**src/knps_pkg.sv**
```systemverilog
// ----------------------------------------------------------------------------
// knps_pkg - shared types and constants
// Widths, configuration register indexes and the structs passed between the
// distance pipeline, the sort cells and the top level.
// ----------------------------------------------------------------------------
package knps_pkg;

    localparam int NEIGHBOR_COUNT = 5;
    localparam int CNT_W          = $clog2(NEIGHBOR_COUNT + 1);

    localparam int ID_W      = 32;
    localparam int COORD_W   = 16;
    localparam int DIFF_W    = COORD_W + 1;
    localparam int PROD_W    = 2 * DIFF_W;
    localparam int SQ_W      = 2 * COORD_W;
    localparam int DIST_W    = SQ_W + 1;
    localparam int CFG_IDX_W = 2;
    localparam int CFG_DAT_W = 32;

    localparam logic [CFG_IDX_W-1:0] CFG_QUERY_ID = 2'd0;
    localparam logic [CFG_IDX_W-1:0] CFG_QUERY_X  = 2'd1;
    localparam logic [CFG_IDX_W-1:0] CFG_QUERY_Y  = 2'd2;

    // candidate leaving the distance pipeline
    typedef struct packed {
        logic              valid;
        logic              skip;
        logic              last;
        logic [ID_W-1:0]   id;
        logic [DIST_W-1:0] dist_sq;
    } t_cand;

    // what a sort cell shows its right-hand neighbor
    typedef struct packed {
        logic              take;
        logic              valid;
        logic [ID_W-1:0]   id;
        logic [DIST_W-1:0] dist_sq;
    } t_cell_link;

endpackage

```
**src/knps_cfg_if.sv**
```systemverilog
// ----------------------------------------------------------------------------
// knps_cfg_if - configuration write channel
// Register index and write data with a valid/ready handshake.
// ----------------------------------------------------------------------------
interface knps_cfg_if;
    import knps_pkg::*;

    logic                 valid;
    logic                 ready;
    logic [CFG_IDX_W-1:0] index;
    logic [CFG_DAT_W-1:0] data;

    modport source (output valid, output index, output data, input ready);
    modport sink   (input valid, input index, input data, output ready);
endinterface

```
**src/knps_point_if.sv**
```systemverilog
// ----------------------------------------------------------------------------
// knps_point_if - candidate point channel
// One point request per handshake: id, coordinates and end-of-set flag.
// ----------------------------------------------------------------------------
interface knps_point_if;
    import knps_pkg::*;

    logic                      valid;
    logic                      ready;
    logic [ID_W-1:0]           point_id;
    logic signed [COORD_W-1:0] point_x;
    logic signed [COORD_W-1:0] point_y;
    logic                      final_point;

    modport source (output valid, output point_id, output point_x, output point_y,
                    output final_point, input ready);
    modport sink   (input valid, input point_id, input point_x, input point_y,
                    input final_point, output ready);
endinterface

```
**src/knps_result_if.sv**
```systemverilog
// ----------------------------------------------------------------------------
// knps_result_if - neighbor result channel
// One answer entry per handshake, nearest first.
// ----------------------------------------------------------------------------
interface knps_result_if;
    import knps_pkg::*;

    logic            valid;
    logic            ready;
    logic [ID_W-1:0] neighbor_id;
    logic            found;
    logic            last_of_run;

    modport source (output valid, output neighbor_id, output found,
                    output last_of_run, input ready);
    modport sink   (input valid, input neighbor_id, input found,
                    input last_of_run, output ready);
endinterface

```
**src/knps_dist.sv**
```systemverilog
// ----------------------------------------------------------------------------
// knps_dist - squared distance pipeline
// Three stages: coordinate differences, squares, sum. Advances on i_en.
// ----------------------------------------------------------------------------
module knps_dist (
    input  logic                               i_clk,
    input  logic                               i_rst_n,
    input  logic                               i_en,
    input  logic                               i_valid,
    input  logic [knps_pkg::ID_W-1:0]          i_point_id,
    input  logic signed [knps_pkg::COORD_W-1:0] i_point_x,
    input  logic signed [knps_pkg::COORD_W-1:0] i_point_y,
    input  logic                               i_final_point,
    input  logic [knps_pkg::ID_W-1:0]          i_query_id,
    input  logic signed [knps_pkg::COORD_W-1:0] i_query_x,
    input  logic signed [knps_pkg::COORD_W-1:0] i_query_y,
    output knps_pkg::t_cand                    o_cand
);
    import knps_pkg::*;

    logic                     r_s1_valid, r_s1_skip, r_s1_last;
    logic [ID_W-1:0]          r_s1_id;
    logic signed [DIFF_W-1:0] r_s1_dx, r_s1_dy;

    logic                     r_s2_valid, r_s2_skip, r_s2_last;
    logic [ID_W-1:0]          r_s2_id;
    logic [SQ_W-1:0]          r_s2_sqx, r_s2_sqy;

    logic                     r_s3_valid, r_s3_skip, r_s3_last;
    logic [ID_W-1:0]          r_s3_id;
    logic [DIST_W-1:0]        r_s3_dist;

    logic signed [DIFF_W-1:0] dx, dy;
    logic signed [PROD_W-1:0] prod_x, prod_y;

    assign dx     = DIFF_W'(i_point_x) - DIFF_W'(i_query_x);
    assign dy     = DIFF_W'(i_point_y) - DIFF_W'(i_query_y);
    // squares are below 2^32, upper product bits are always zero
    assign prod_x = r_s1_dx * r_s1_dx;
    assign prod_y = r_s1_dy * r_s1_dy;

    always_ff @(posedge i_clk) begin
        if (!i_rst_n) begin
            r_s1_valid <= 1'b0;
            r_s2_valid <= 1'b0;
            r_s3_valid <= 1'b0;
        end else if (i_en) begin
            r_s1_valid <= i_valid;
            r_s2_valid <= r_s1_valid;
            r_s3_valid <= r_s2_valid;
        end
    end

    always_ff @(posedge i_clk) begin
        if (i_en) begin
            r_s1_skip <= (i_point_id == i_query_id);
            r_s1_last <= i_final_point;
            r_s1_id   <= i_point_id;
            r_s1_dx   <= dx;
            r_s1_dy   <= dy;

            r_s2_skip <= r_s1_skip;
            r_s2_last <= r_s1_last;
            r_s2_id   <= r_s1_id;
            r_s2_sqx  <= prod_x[SQ_W-1:0];
            r_s2_sqy  <= prod_y[SQ_W-1:0];

            r_s3_skip <= r_s2_skip;
            r_s3_last <= r_s2_last;
            r_s3_id   <= r_s2_id;
            r_s3_dist <= {1'b0, r_s2_sqx} + {1'b0, r_s2_sqy};
        end
    end

    assign o_cand.valid   = r_s3_valid;
    assign o_cand.skip    = r_s3_skip;
    assign o_cand.last    = r_s3_last;
    assign o_cand.id      = r_s3_id;
    assign o_cand.dist_sq = r_s3_dist;

endmodule

```
**src/knps_cell.sv**
```systemverilog
// ----------------------------------------------------------------------------
// knps_cell - one entry of the sorted neighbor list
// Takes the candidate, shifts in its left neighbor, or holds.
// ----------------------------------------------------------------------------
module knps_cell (
    input  logic                           i_clk,
    input  logic                           i_rst_n,
    input  logic                           i_ins,
    input  logic                           i_clr,
    input  logic [knps_pkg::ID_W-1:0]      i_cand_id,
    input  logic [knps_pkg::DIST_W-1:0]    i_cand_dist,
    input  knps_pkg::t_cell_link           i_prev,
    output knps_pkg::t_cell_link           o_link,
    output logic                           o_next_valid,
    output logic [knps_pkg::ID_W-1:0]      o_next_id
);
    import knps_pkg::*;

    logic              r_valid;
    logic [ID_W-1:0]   r_id;
    logic [DIST_W-1:0] r_dist;
    logic              n_valid;
    logic [ID_W-1:0]   n_id;
    logic [DIST_W-1:0] n_dist;
    logic              take;

    // ties go after the kept entry, so only a strictly farther entry yields
    assign take = !r_valid || (r_dist > i_cand_dist);

    always_comb begin
        n_valid = r_valid;
        n_id    = r_id;
        n_dist  = r_dist;
        if (i_ins) begin
            if (i_prev.take) begin
                n_valid = i_prev.valid;
                n_id    = i_prev.id;
                n_dist  = i_prev.dist_sq;
            end else if (take) begin
                n_valid = 1'b1;
                n_id    = i_cand_id;
                n_dist  = i_cand_dist;
            end
        end
    end

    always_ff @(posedge i_clk) begin
        if (!i_rst_n) begin
            r_valid <= 1'b0;
        end else if (i_clr) begin
            r_valid <= 1'b0;
        end else begin
            r_valid <= n_valid;
        end
    end

    always_ff @(posedge i_clk) begin
        r_id   <= n_id;
        r_dist <= n_dist;
    end

    assign o_link.take    = take;
    assign o_link.valid   = r_valid;
    assign o_link.id      = r_id;
    assign o_link.dist_sq = r_dist;
    assign o_next_valid   = n_valid;
    assign o_next_id      = n_id;

endmodule

```
**src/knps_outq.sv**
```systemverilog
// ----------------------------------------------------------------------------
// knps_outq - answer shift register
// Loads a whole answer run at once and shifts it out one entry per request.
// ----------------------------------------------------------------------------
module knps_outq (
    input  logic                                              i_clk,
    input  logic                                              i_rst_n,
    input  logic                                              i_load,
    input  logic [knps_pkg::CNT_W-1:0]                        i_load_cnt,
    input  logic [knps_pkg::NEIGHBOR_COUNT-1:0][knps_pkg::ID_W-1:0] i_load_ids,
    output logic                                              o_busy,
    knps_result_if.source                                     o_result
);
    import knps_pkg::*;

    logic [CNT_W-1:0]                     r_cnt, n_cnt;
    logic                                 r_none, n_none;
    logic [NEIGHBOR_COUNT-1:0][ID_W-1:0]  r_ids, n_ids;
    logic                                 pop;

    assign pop = o_result.valid && o_result.ready;

    always_comb begin
        n_cnt  = r_cnt;
        n_none = r_none;
        n_ids  = r_ids;
        if (i_load) begin
            if (i_load_cnt == '0) begin
                // empty list: a single not-found entry
                n_cnt  = CNT_W'(1);
                n_none = 1'b1;
                n_ids  = '0;
            end else begin
                n_cnt  = i_load_cnt;
                n_none = 1'b0;
                n_ids  = i_load_ids;
            end
        end else if (pop) begin
            n_cnt = r_cnt - CNT_W'(1);
            for (int i = 0; i < NEIGHBOR_COUNT - 1; i++) begin
                n_ids[i] = r_ids[i+1];
            end
        end
    end

    always_ff @(posedge i_clk) begin
        if (!i_rst_n) begin
            r_cnt  <= '0;
            r_none <= 1'b0;
        end else begin
            r_cnt  <= n_cnt;
            r_none <= n_none;
        end
    end

    always_ff @(posedge i_clk) begin
        r_ids <= n_ids;
    end

    assign o_busy               = (r_cnt != '0);
    assign o_result.valid       = (r_cnt != '0);
    assign o_result.neighbor_id = r_ids[0];
    assign o_result.found       = !r_none;
    assign o_result.last_of_run = (r_cnt == CNT_W'(1));

endmodule

```
**src/k_nearest_point_select_unit.sv**
```systemverilog
// ----------------------------------------------------------------------------
// k_nearest_point_select_unit - streaming top-K nearest neighbor selector
// Keeps the NEIGHBOR_COUNT points closest to a query point, sorted by
// squared distance, and emits their ids when a set ends.
//
// Usage:
//   i_cfg    : write query_id (0), query_x (1), query_y (2) while idle.
//              Always ready.
//   i_point  : one point request per cycle while ready; final_point
//              closes the set. Points with the query id are dropped.
//   o_result : on a closed set, the kept ids nearest first (found = 1),
//              or one entry with found = 0 if nothing was kept.
//              last_of_run marks the last entry of the run.
// Timing:
//   A point passes the difference, square and sum stages of the distance
//   pipeline, then updates the cell row; the first result of a run is
//   valid in the cycle after. Throughput is one point per cycle while
//   i_point is ready; the cell row compares and shifts at once. A final
//   point stalls i_point at the cell row while the previous run drains.
// Reset: clears the list, the answer buffer and the query registers.
// A stalled receiver holds o_result steady; the list keeps filling until a
// final point needs the answer buffer.
// ----------------------------------------------------------------------------
module k_nearest_point_select_unit (
    input  logic           i_clk,
    input  logic           i_rst_n,
    knps_cfg_if.sink       i_cfg,
    knps_point_if.sink     i_point,
    knps_result_if.source  o_result
);
    import knps_pkg::*;

    logic [ID_W-1:0]                      r_query_id;
    logic signed [COORD_W-1:0]            r_query_x;
    logic signed [COORD_W-1:0]            r_query_y;

    t_cand                                cand;
    logic                                 en;
    logic                                 ins;
    logic                                 load;
    logic                                 busy;
    t_cell_link                           link [NEIGHBOR_COUNT+1];
    logic [NEIGHBOR_COUNT-1:0]            cell_valid;
    logic [NEIGHBOR_COUNT-1:0]            next_valid;
    logic [NEIGHBOR_COUNT-1:0][ID_W-1:0]  next_ids;

    // configuration
    assign i_cfg.ready = 1'b1;

    always_ff @(posedge i_clk) begin
        if (!i_rst_n) begin
            r_query_id <= '0;
            r_query_x  <= '0;
            r_query_y  <= '0;
        end else if (i_cfg.valid) begin
            unique case (i_cfg.index)
                CFG_QUERY_ID: r_query_id <= i_cfg.data;
                CFG_QUERY_X:  r_query_x  <= i_cfg.data[COORD_W-1:0];
                CFG_QUERY_Y:  r_query_y  <= i_cfg.data[COORD_W-1:0];
                default: ;
            endcase
        end
    end

    // a final point cannot hand its run over until the buffer is empty
    assign en            = !(cand.valid && cand.last && busy);
    assign i_point.ready = en;
    assign ins           = en && cand.valid && !cand.skip;
    assign load          = en && cand.valid && cand.last;

    knps_dist u_dist (
        .i_clk         (i_clk),
        .i_rst_n       (i_rst_n),
        .i_en          (en),
        .i_valid       (i_point.valid),
        .i_point_id    (i_point.point_id),
        .i_point_x     (i_point.point_x),
        .i_point_y     (i_point.point_y),
        .i_final_point (i_point.final_point),
        .i_query_id    (r_query_id),
        .i_query_x     (r_query_x),
        .i_query_y     (r_query_y),
        .o_cand        (cand)
    );

    // left end of the row never shifts anything in
    assign link[0] = '0;

    for (genvar g = 0; g < NEIGHBOR_COUNT; g++) begin : g_cell
        knps_cell u_cell (
            .i_clk        (i_clk),
            .i_rst_n      (i_rst_n),
            .i_ins        (ins),
            .i_clr        (load),
            .i_cand_id    (cand.id),
            .i_cand_dist  (cand.dist_sq),
            .i_prev       (link[g]),
            .o_link       (link[g+1]),
            .o_next_valid (next_valid[g]),
            .o_next_id    (next_ids[g])
        );
        assign cell_valid[g] = link[g+1].valid;
    end

    knps_outq u_outq (
        .i_clk      (i_clk),
        .i_rst_n    (i_rst_n),
        .i_load     (load),
        .i_load_cnt (CNT_W'($countones(next_valid))),
        .i_load_ids (next_ids),
        .o_busy     (busy),
        .o_result   (o_result)
    );

    // list stays packed to the left and sorted by distance
    for (genvar g = 0; g < NEIGHBOR_COUNT - 1; g++) begin : g_chk
        a_sorted: assert property (@(posedge i_clk) disable iff (!i_rst_n)
            link[g+2].valid |->
                link[g+1].valid && (link[g+1].dist_sq <= link[g+2].dist_sq))
            else $error("cell list not packed or not sorted");
    end

    a_stall_cause: assert property (@(posedge i_clk) disable iff (!i_rst_n)
        !i_point.ready |-> o_result.valid)
        else $error("point channel stalled with no answer pending");

    a_handover: assert property (@(posedge i_clk) disable iff (!i_rst_n)
        load |=> (cell_valid == '0) && o_result.valid)
        else $error("answer run not handed over or list not cleared");

    a_skip_hold: assert property (@(posedge i_clk) disable iff (!i_rst_n)
        en && cand.valid && cand.skip && !cand.last |=> $stable(cell_valid))
        else $error("skipped point changed the list");

endmodule
```
**src/flat_wrapper.sv**
```systemverilog
// flat-port wrapper written by rule: the top's interface ports become plain ports
module k_nearest_point_select_unit_flat import knps_pkg::*;
  (i_clk, i_rst_n, i_cfg_valid, i_cfg_index, i_cfg_data, i_cfg_ready, i_point_valid, i_point_point_id, i_point_point_x, i_point_point_y, i_point_final_point, i_point_ready, o_result_valid, o_result_neighbor_id, o_result_found, o_result_last_of_run, o_result_ready);
  knps_cfg_if i_cfg_i ();
  knps_point_if i_point_i ();
  knps_result_if o_result_i ();
  input  logic i_clk;
  input  logic i_rst_n;
  input wire logic [$bits(i_cfg_i.valid)-1:0] i_cfg_valid;
  input wire logic [$bits(i_cfg_i.index)-1:0] i_cfg_index;
  input wire logic [$bits(i_cfg_i.data)-1:0] i_cfg_data;
  output wire logic [$bits(i_cfg_i.ready)-1:0] i_cfg_ready;
  input wire logic [$bits(i_point_i.valid)-1:0] i_point_valid;
  input wire logic [$bits(i_point_i.point_id)-1:0] i_point_point_id;
  input wire logic [$bits(i_point_i.point_x)-1:0] i_point_point_x;
  input wire logic [$bits(i_point_i.point_y)-1:0] i_point_point_y;
  input wire logic [$bits(i_point_i.final_point)-1:0] i_point_final_point;
  output wire logic [$bits(i_point_i.ready)-1:0] i_point_ready;
  output wire logic [$bits(o_result_i.valid)-1:0] o_result_valid;
  output wire logic [$bits(o_result_i.neighbor_id)-1:0] o_result_neighbor_id;
  output wire logic [$bits(o_result_i.found)-1:0] o_result_found;
  output wire logic [$bits(o_result_i.last_of_run)-1:0] o_result_last_of_run;
  input wire logic [$bits(o_result_i.ready)-1:0] o_result_ready;
  assign i_cfg_i.valid = i_cfg_valid;
  assign i_cfg_i.index = i_cfg_index;
  assign i_cfg_i.data = i_cfg_data;
  assign i_cfg_ready = i_cfg_i.ready;
  assign i_point_i.valid = i_point_valid;
  assign i_point_i.point_id = i_point_point_id;
  assign i_point_i.point_x = i_point_point_x;
  assign i_point_i.point_y = i_point_point_y;
  assign i_point_i.final_point = i_point_final_point;
  assign i_point_ready = i_point_i.ready;
  assign o_result_valid = o_result_i.valid;
  assign o_result_neighbor_id = o_result_i.neighbor_id;
  assign o_result_found = o_result_i.found;
  assign o_result_last_of_run = o_result_i.last_of_run;
  assign o_result_i.ready = o_result_ready;
  k_nearest_point_select_unit u_core (.i_clk(i_clk), .i_rst_n(i_rst_n), .i_cfg(i_cfg_i), .i_point(i_point_i), .o_result(o_result_i));
endmodule
```
**config.mk**
```make
export PLATFORM = sky130hd
export DESIGN_NAME = k_nearest_point_select_unit_flat
export DESIGN_NICKNAME = d
export VERILOG_FILES = /design/src/knps_pkg.sv /design/src/knps_cfg_if.sv /design/src/knps_point_if.sv /design/src/knps_result_if.sv /design/src/knps_dist.sv /design/src/knps_cell.sv /design/src/knps_outq.sv /design/src/k_nearest_point_select_unit.sv /design/src/flat_wrapper.sv
export SDC_FILE = /design/constraint.sdc
export NUM_CORES = 2
export LEC_CHECK = 0
export BUFFER_PORTS_ARGS = -buffer_cell sky130_fd_sc_hd__buf_2
export CELL_PAD_IN_SITES_DETAIL_PLACEMENT = 1
export CELL_PAD_IN_SITES_GLOBAL_PLACEMENT = 1
export CORE_UTILIZATION = 41
export DETAILED_ROUTE_END_ITERATION = 12
export PLACE_DENSITY_LB_ADDON = 0.1
export RECOVER_POWER = 50
export SLEW_MARGIN = 20
export SYNTH_ARGS = -nofsm -noshare
export SYNTH_HDL_FRONTEND = slang
export SYNTH_SLANG_ARGS = --single-unit
```
**constraint.sdc**
```tcl
create_clock -name i_clk -period 12.87 [get_ports i_clk]
set_input_delay 1.9305 -clock i_clk [delete_from_list [all_inputs] [get_ports i_clk]]
set_output_delay 1.9305 -clock i_clk [all_outputs]
set_load 0.005 [all_outputs]
```
==> flow_summary.rst <==
.. list-table::
   :header-rows: 1

   * - Metric
     - Value
   * - Outcome
     - finished with violations
   * - Failing checks
     - capacitance limit, slew limit
   * - Initial antenna violation count
     - 9
   * - Share of the clock period used by the worst path
     - 58.18%
   * - Synth Area in XOR/XNOR
     - 2.562%
   * - Maximum net fanout on the critical path
     - 21
   * - Per-cell via count in the routed design
     - 5.354
   * - Maximum level of the CTS H-tree
     - 3
   * - Detailed-route wire length per cell
     - 21.74 um
   * - Number of synthesized flops with an enable pin
     - roughly 560
   * - Count of unique library cells instantiated by Yosys
     - 79
   * - Worst Tran Pin Value
     - 3.524 ns
   * - Footprint of the flip-flops and latches
     - 0.02142 mm^2
   * - Die X
     - 370.7 um
   * - Number of antenna-violating nets in the routed design
     - 0
   * - Net count of the mapped netlist
     - 6115
   * - Weighted congestion reported at the end of routability-driven placement
     - 0.8459
   * - Data required time at the worst endpoint
     - 13.27 ns
   * - Leftover overflow at the end of global routing
     - 0
   * - Number of global-route vias before repair
     - roughly 40000
   * - Total global-route track usage
     - 22.37%
   * - CTS tree
     - yes
   * - Share of layout cells above drive strength 1
     - 7.256%
   * - Startpoint Class
     - flop
   * - Adder-cell share of the synthesized area
     - 27.41%
   * - Fraction of synthesized area in multiplexers
     - 1.464%
   * - Crit path buffers/inverters
     - 3
   * - Worst hold-check path type
     - flop to flop
   * - Simple-gate share of the synthesized area
     - 10.30%
   * - Number of detailed-routing iterations run before antenna repair
     - 7
   * - Synth Register Bits
     - around 800
   * - Clock Path Buffers
     - 3
   * - CTS Root Cell
     - clkbuf_16
   * - I/O pin count
     - 141
   * - Cells along the critical path
     - nand2_1, inv_1, fa_1, inv_1, fa_1, inv_1, fa_1, fa_1, fa_1, fa_1, ha_1, o21ai_0, nand2b_1, and3_1, a2111oi_0, o211ai_1, a311oi_1, o21bai_1, a21oi_1, xor2_1
   * - Vias
     - 37300
   * - DRC violations left
     - 0
   * - Post-CTS setup buffer count
     - 0
   * - Sequential share of the synthesized area
     - 38.44%
   * - Syn Area/Cell
     - 10.93 um^2
   * - Growth of design area from synthesis to finish
     - 9.258%
   * - Critical path's slowest cell
     - fa_1
   * - Fraction of the mapped netlist area in compound gates
     - 12.35%
   * - Max Clock Freq
     - 133.6 MHz
   * - Kind of cell with the highest combined delay on the critical path
     - adder cells
   * - Post-DP HPWL
     - between 100000 and 150000 um
   * - Largest stage delay, worst path
     - 0.82 ns
   * - Crit path DAT
     - between 7 and 8 ns
   * - Sink Count
     - between 700 and 800
   * - Wire length of the first global-routing pass
     - 235700 um
   * - Core region area
     - 0.1341 mm^2
   * - Clock-pin transition on the worst setup and hold timing paths
     - 0.07 ns
   * - Worst hold margin
     - 0.4108 ns
   * - Fill cell instance count of the final layout
     - 14460
   * - Aggregate routed wire length
     - 151400 um
   * - Pin count of the biggest net entering global routing
     - 98
   * - Share of the core filled with cells in the final layout
     - approximately 45%
   * - Dominant synthesized flop cell
     - edfxtp_1
   * - Synth Instances
     - 5100
   * - Row cnt
     - 134
   * - Netlist Area Pre-Place
     - 0.05572 mm^2
   * - Multi-input gate area
     - a little over 0.03 mm^2
   * - Share of flip-flops with an asynchronous set or reset
     - 0%
   * - Total setup violations reported at the end of the flow
     - 0
   * - Die H
     - 370.7 um
   * - Setup repair after global routing missed its margin
     - false
   * - DRT iter0 DRCs
     - 2071
   * - Initial Util
     - 41.54%
   * - Path type of the worst setup path
     - flop to flop
   * - Overall die area
     - 0.1374 mm^2
   * - Worst-skew pair later-pin latency
     - 0.71 ns
   * - Setup crit end kind
     - flop
   * - Number of buffers added by the clock tree synthesis step
     - between 90 and 100
   * - Number of buffer cells added on primary ports
     - 139
   * - Net count, final
     - slightly above 6000
   * - Number of buffers added to fix hold violations after cts
     - 0
   * - Number of warnings reported in the yosys synthesis log
     - 0
   * - Number of maximum-capacitance violations
     - 9
   * - Cts repair resizes
     - 0
   * - Post-layout min period
     - 7.488 ns
   * - Max-Slew Margin vs Limit
     - -134.9%
   * - Setup TNS after final layout
     - 0 ns
   * - CP most frequent cell
     - fa_1
   * - Final Max Tran Viols
     - 464
   * - Hold Violations, Final
     - 0
   * - Maximum clock skew at final layout
     - around 0.07 ns
   * - Largest family of logic cells by synthesized area
     - adder cells
==> final cells by class <==
type                       instances  area share (%)
clock inverter                    42          0.8775
inverter                         800           4.932
clock buffer                     126           4.205
tap                             1768           3.633
timing repair buffer             182           1.533
antenna                            3         0.01233
sequential                       792           35.18
multi-input combinational       3254           49.62
==> metal layers <==
| layer | part of all wire [%] | GRT usage, % | wire (um) |
|---|---|---|---|
| met1 | 44 | 29.10 | 67000 |
| met4 | 4.0 | 9.069 | 6133 |
| met2 | 48 | 37.99 | 73250 |
| met5 | 0 | 0 | 0 |
| met3 | 3.3 | 2.427 | 5043 |
==> cells in the mapped netlist (27+ instances only) <==
master,n,share of area [%]
a21boi_0,72,0.97
a21o_1,95,1.3
a21oi_1,96,0.86
a221o_1,66,1.2
a22o_1,160,2.5
a2bb2oi_1,64,1.0
and2_1,119,1.3
and3_1,44,0.49
buf_2,29,0.26
buf_4,39,0.53
clkbuf_1,179,1.2
dfxtp_1,236,8.5
edfxtp_1,556,30
fa_1,516,19
ha_1,395,8.9
inv_1,800,5.4
mux2_2,66,1.3
nand2_1,519,3.5
nand2b_1,27,0.30
nand3_1,137,1.2
nand4_1,74,0.83
nor2_1,107,0.72
nor2b_1,52,0.58
nor3_1,63,0.57
o21ai_0,156,1.4
o221ai_2,29,0.78
o22ai_1,35,0.39
xnor2_1,101,1.6
xor2_1,62,0.97
==> flip-flops by register name, summed over array words and instances (netlist names), 3 cells and up <==
register                            flops
u_core.u_outq.r_ids                   128
u_core.g_cell.u_cell.r_valid            5
u_core.g_cell.u_cell.r_id             160
u_core.g_cell.u_cell.r_dist           165
u_core.u_dist.r_s3_id                  32
u_core.u_dist.r_s2_sqx                 31
u_core.u_dist.r_s2_id                  32
u_core.u_dist.r_s1_id                  32
u_core.u_dist.r_s1_dx                  17
u_core.u_outq.r_cnt                     3
u_core.u_dist.r_s1_dy                  17
u_core.u_dist.r_s3_dist                33
u_core.u_outq.o_result.neighbor_id     32
u_core.r_query_y                       16
u_core.r_query_id                      32
u_core.u_dist.r_s2_sqy                 31
u_core.r_query_x                       16
==> cell usage in the layout (no fill, tap or decap), types with 11 or more instances in the layout <==
| cell type | netlist | final |
|---|---|---|
| o21a_1 | 17 | 17 |
| mux2_2 | 66 | 64 |
| nand2b_1 | 27 | 27 |
| nand2_1 | 519 | 518 |
| nor3_1 | 63 | 63 |
| a2bb2oi_1 | 64 | 64 |
| a21boi_0 | 72 | 72 |
| dfxtp_1 | 236 | 236 |
| clkbuf_1 | 179 | 87 |
| a31oi_1 | 11 | 11 |
| o21ai_0 | 156 | 156 |
| buf_4 | 39 | 33 |
| o211ai_1 | 13 | 13 |
| a21o_1 | 95 | 95 |
| clkbuf_16 | 0 | 92 |
| o221ai_2 | 29 | 29 |
| nand3_1 | 137 | 137 |
| fa_1 | 516 | 516 |
| and3_1 | 44 | 44 |
| a211oi_1 | 15 | 15 |
| a221o_1 | 66 | 66 |
| nor2_1 | 107 | 103 |
| inv_1 | 800 | 799 |
| nor4_1 | 14 | 14 |
| or3_1 | 11 | 11 |
| o22ai_1 | 35 | 35 |
| a22o_1 | 160 | 160 |
| nand4_1 | 74 | 74 |
| clkbuf_8 | 0 | 13 |
| edfxtp_1 | 556 | 556 |
| ha_1 | 395 | 395 |
| and2_1 | 119 | 116 |
| nor2b_1 | 52 | 52 |
| xnor2_1 | 101 | 101 |
| a21oi_1 | 96 | 93 |
| xor2_1 | 62 | 62 |
| buf_2 | 29 | 82 |
==> kinds of logic (layout without fill, tap and decap cells) <==
kind of cell	after synthesis	in the layout
AND/OR/NAND/NOR	1201	1201
buffers and inverters	1054	1150
adder cells (fa/ha/maj)	911	911
AO/OA/AOI/OAI	905	905
flip-flops	792	792
XOR/XNOR	163	163
multiplexers	73	73
other	1	4
==> through the flow <==
stage	instances	setup WS, ns	cell area, um^2
after global routing	6965	4.982	60880
after floorplan	5100	4.490	55720
after detailed placement	6795	5.509	57910
final	6967	5.382	60880
after CTS	6963	5.426	61010
after global placement	6795	5.795	57910
==> path summary, 6_finish.rpt <==
check | start | end | slack (ns) | depth (start not counted)
worst max-delay path | u_core.u_dist.r_s1_dy[2] | u_core.u_dist.r_s2_sqy[31] | 5.38 | 20
worst min-delay path | u_core.u_dist.r_s2_id[23] | u_core.u_dist.r_s3_id[23] | 0.41 | 0
worst max register to register | u_core.u_dist.r_s1_dy[2] | u_core.u_dist.r_s2_sqy[31] | 5.38 | 20
worst min register to register | u_core.u_dist.r_s2_id[23] | u_core.u_dist.r_s3_id[23] | 0.41 | 0
Power is left out: the tool's default activity adds up to more than one toggle a clock period on the data nets, which glitch-free logic cannot reach.
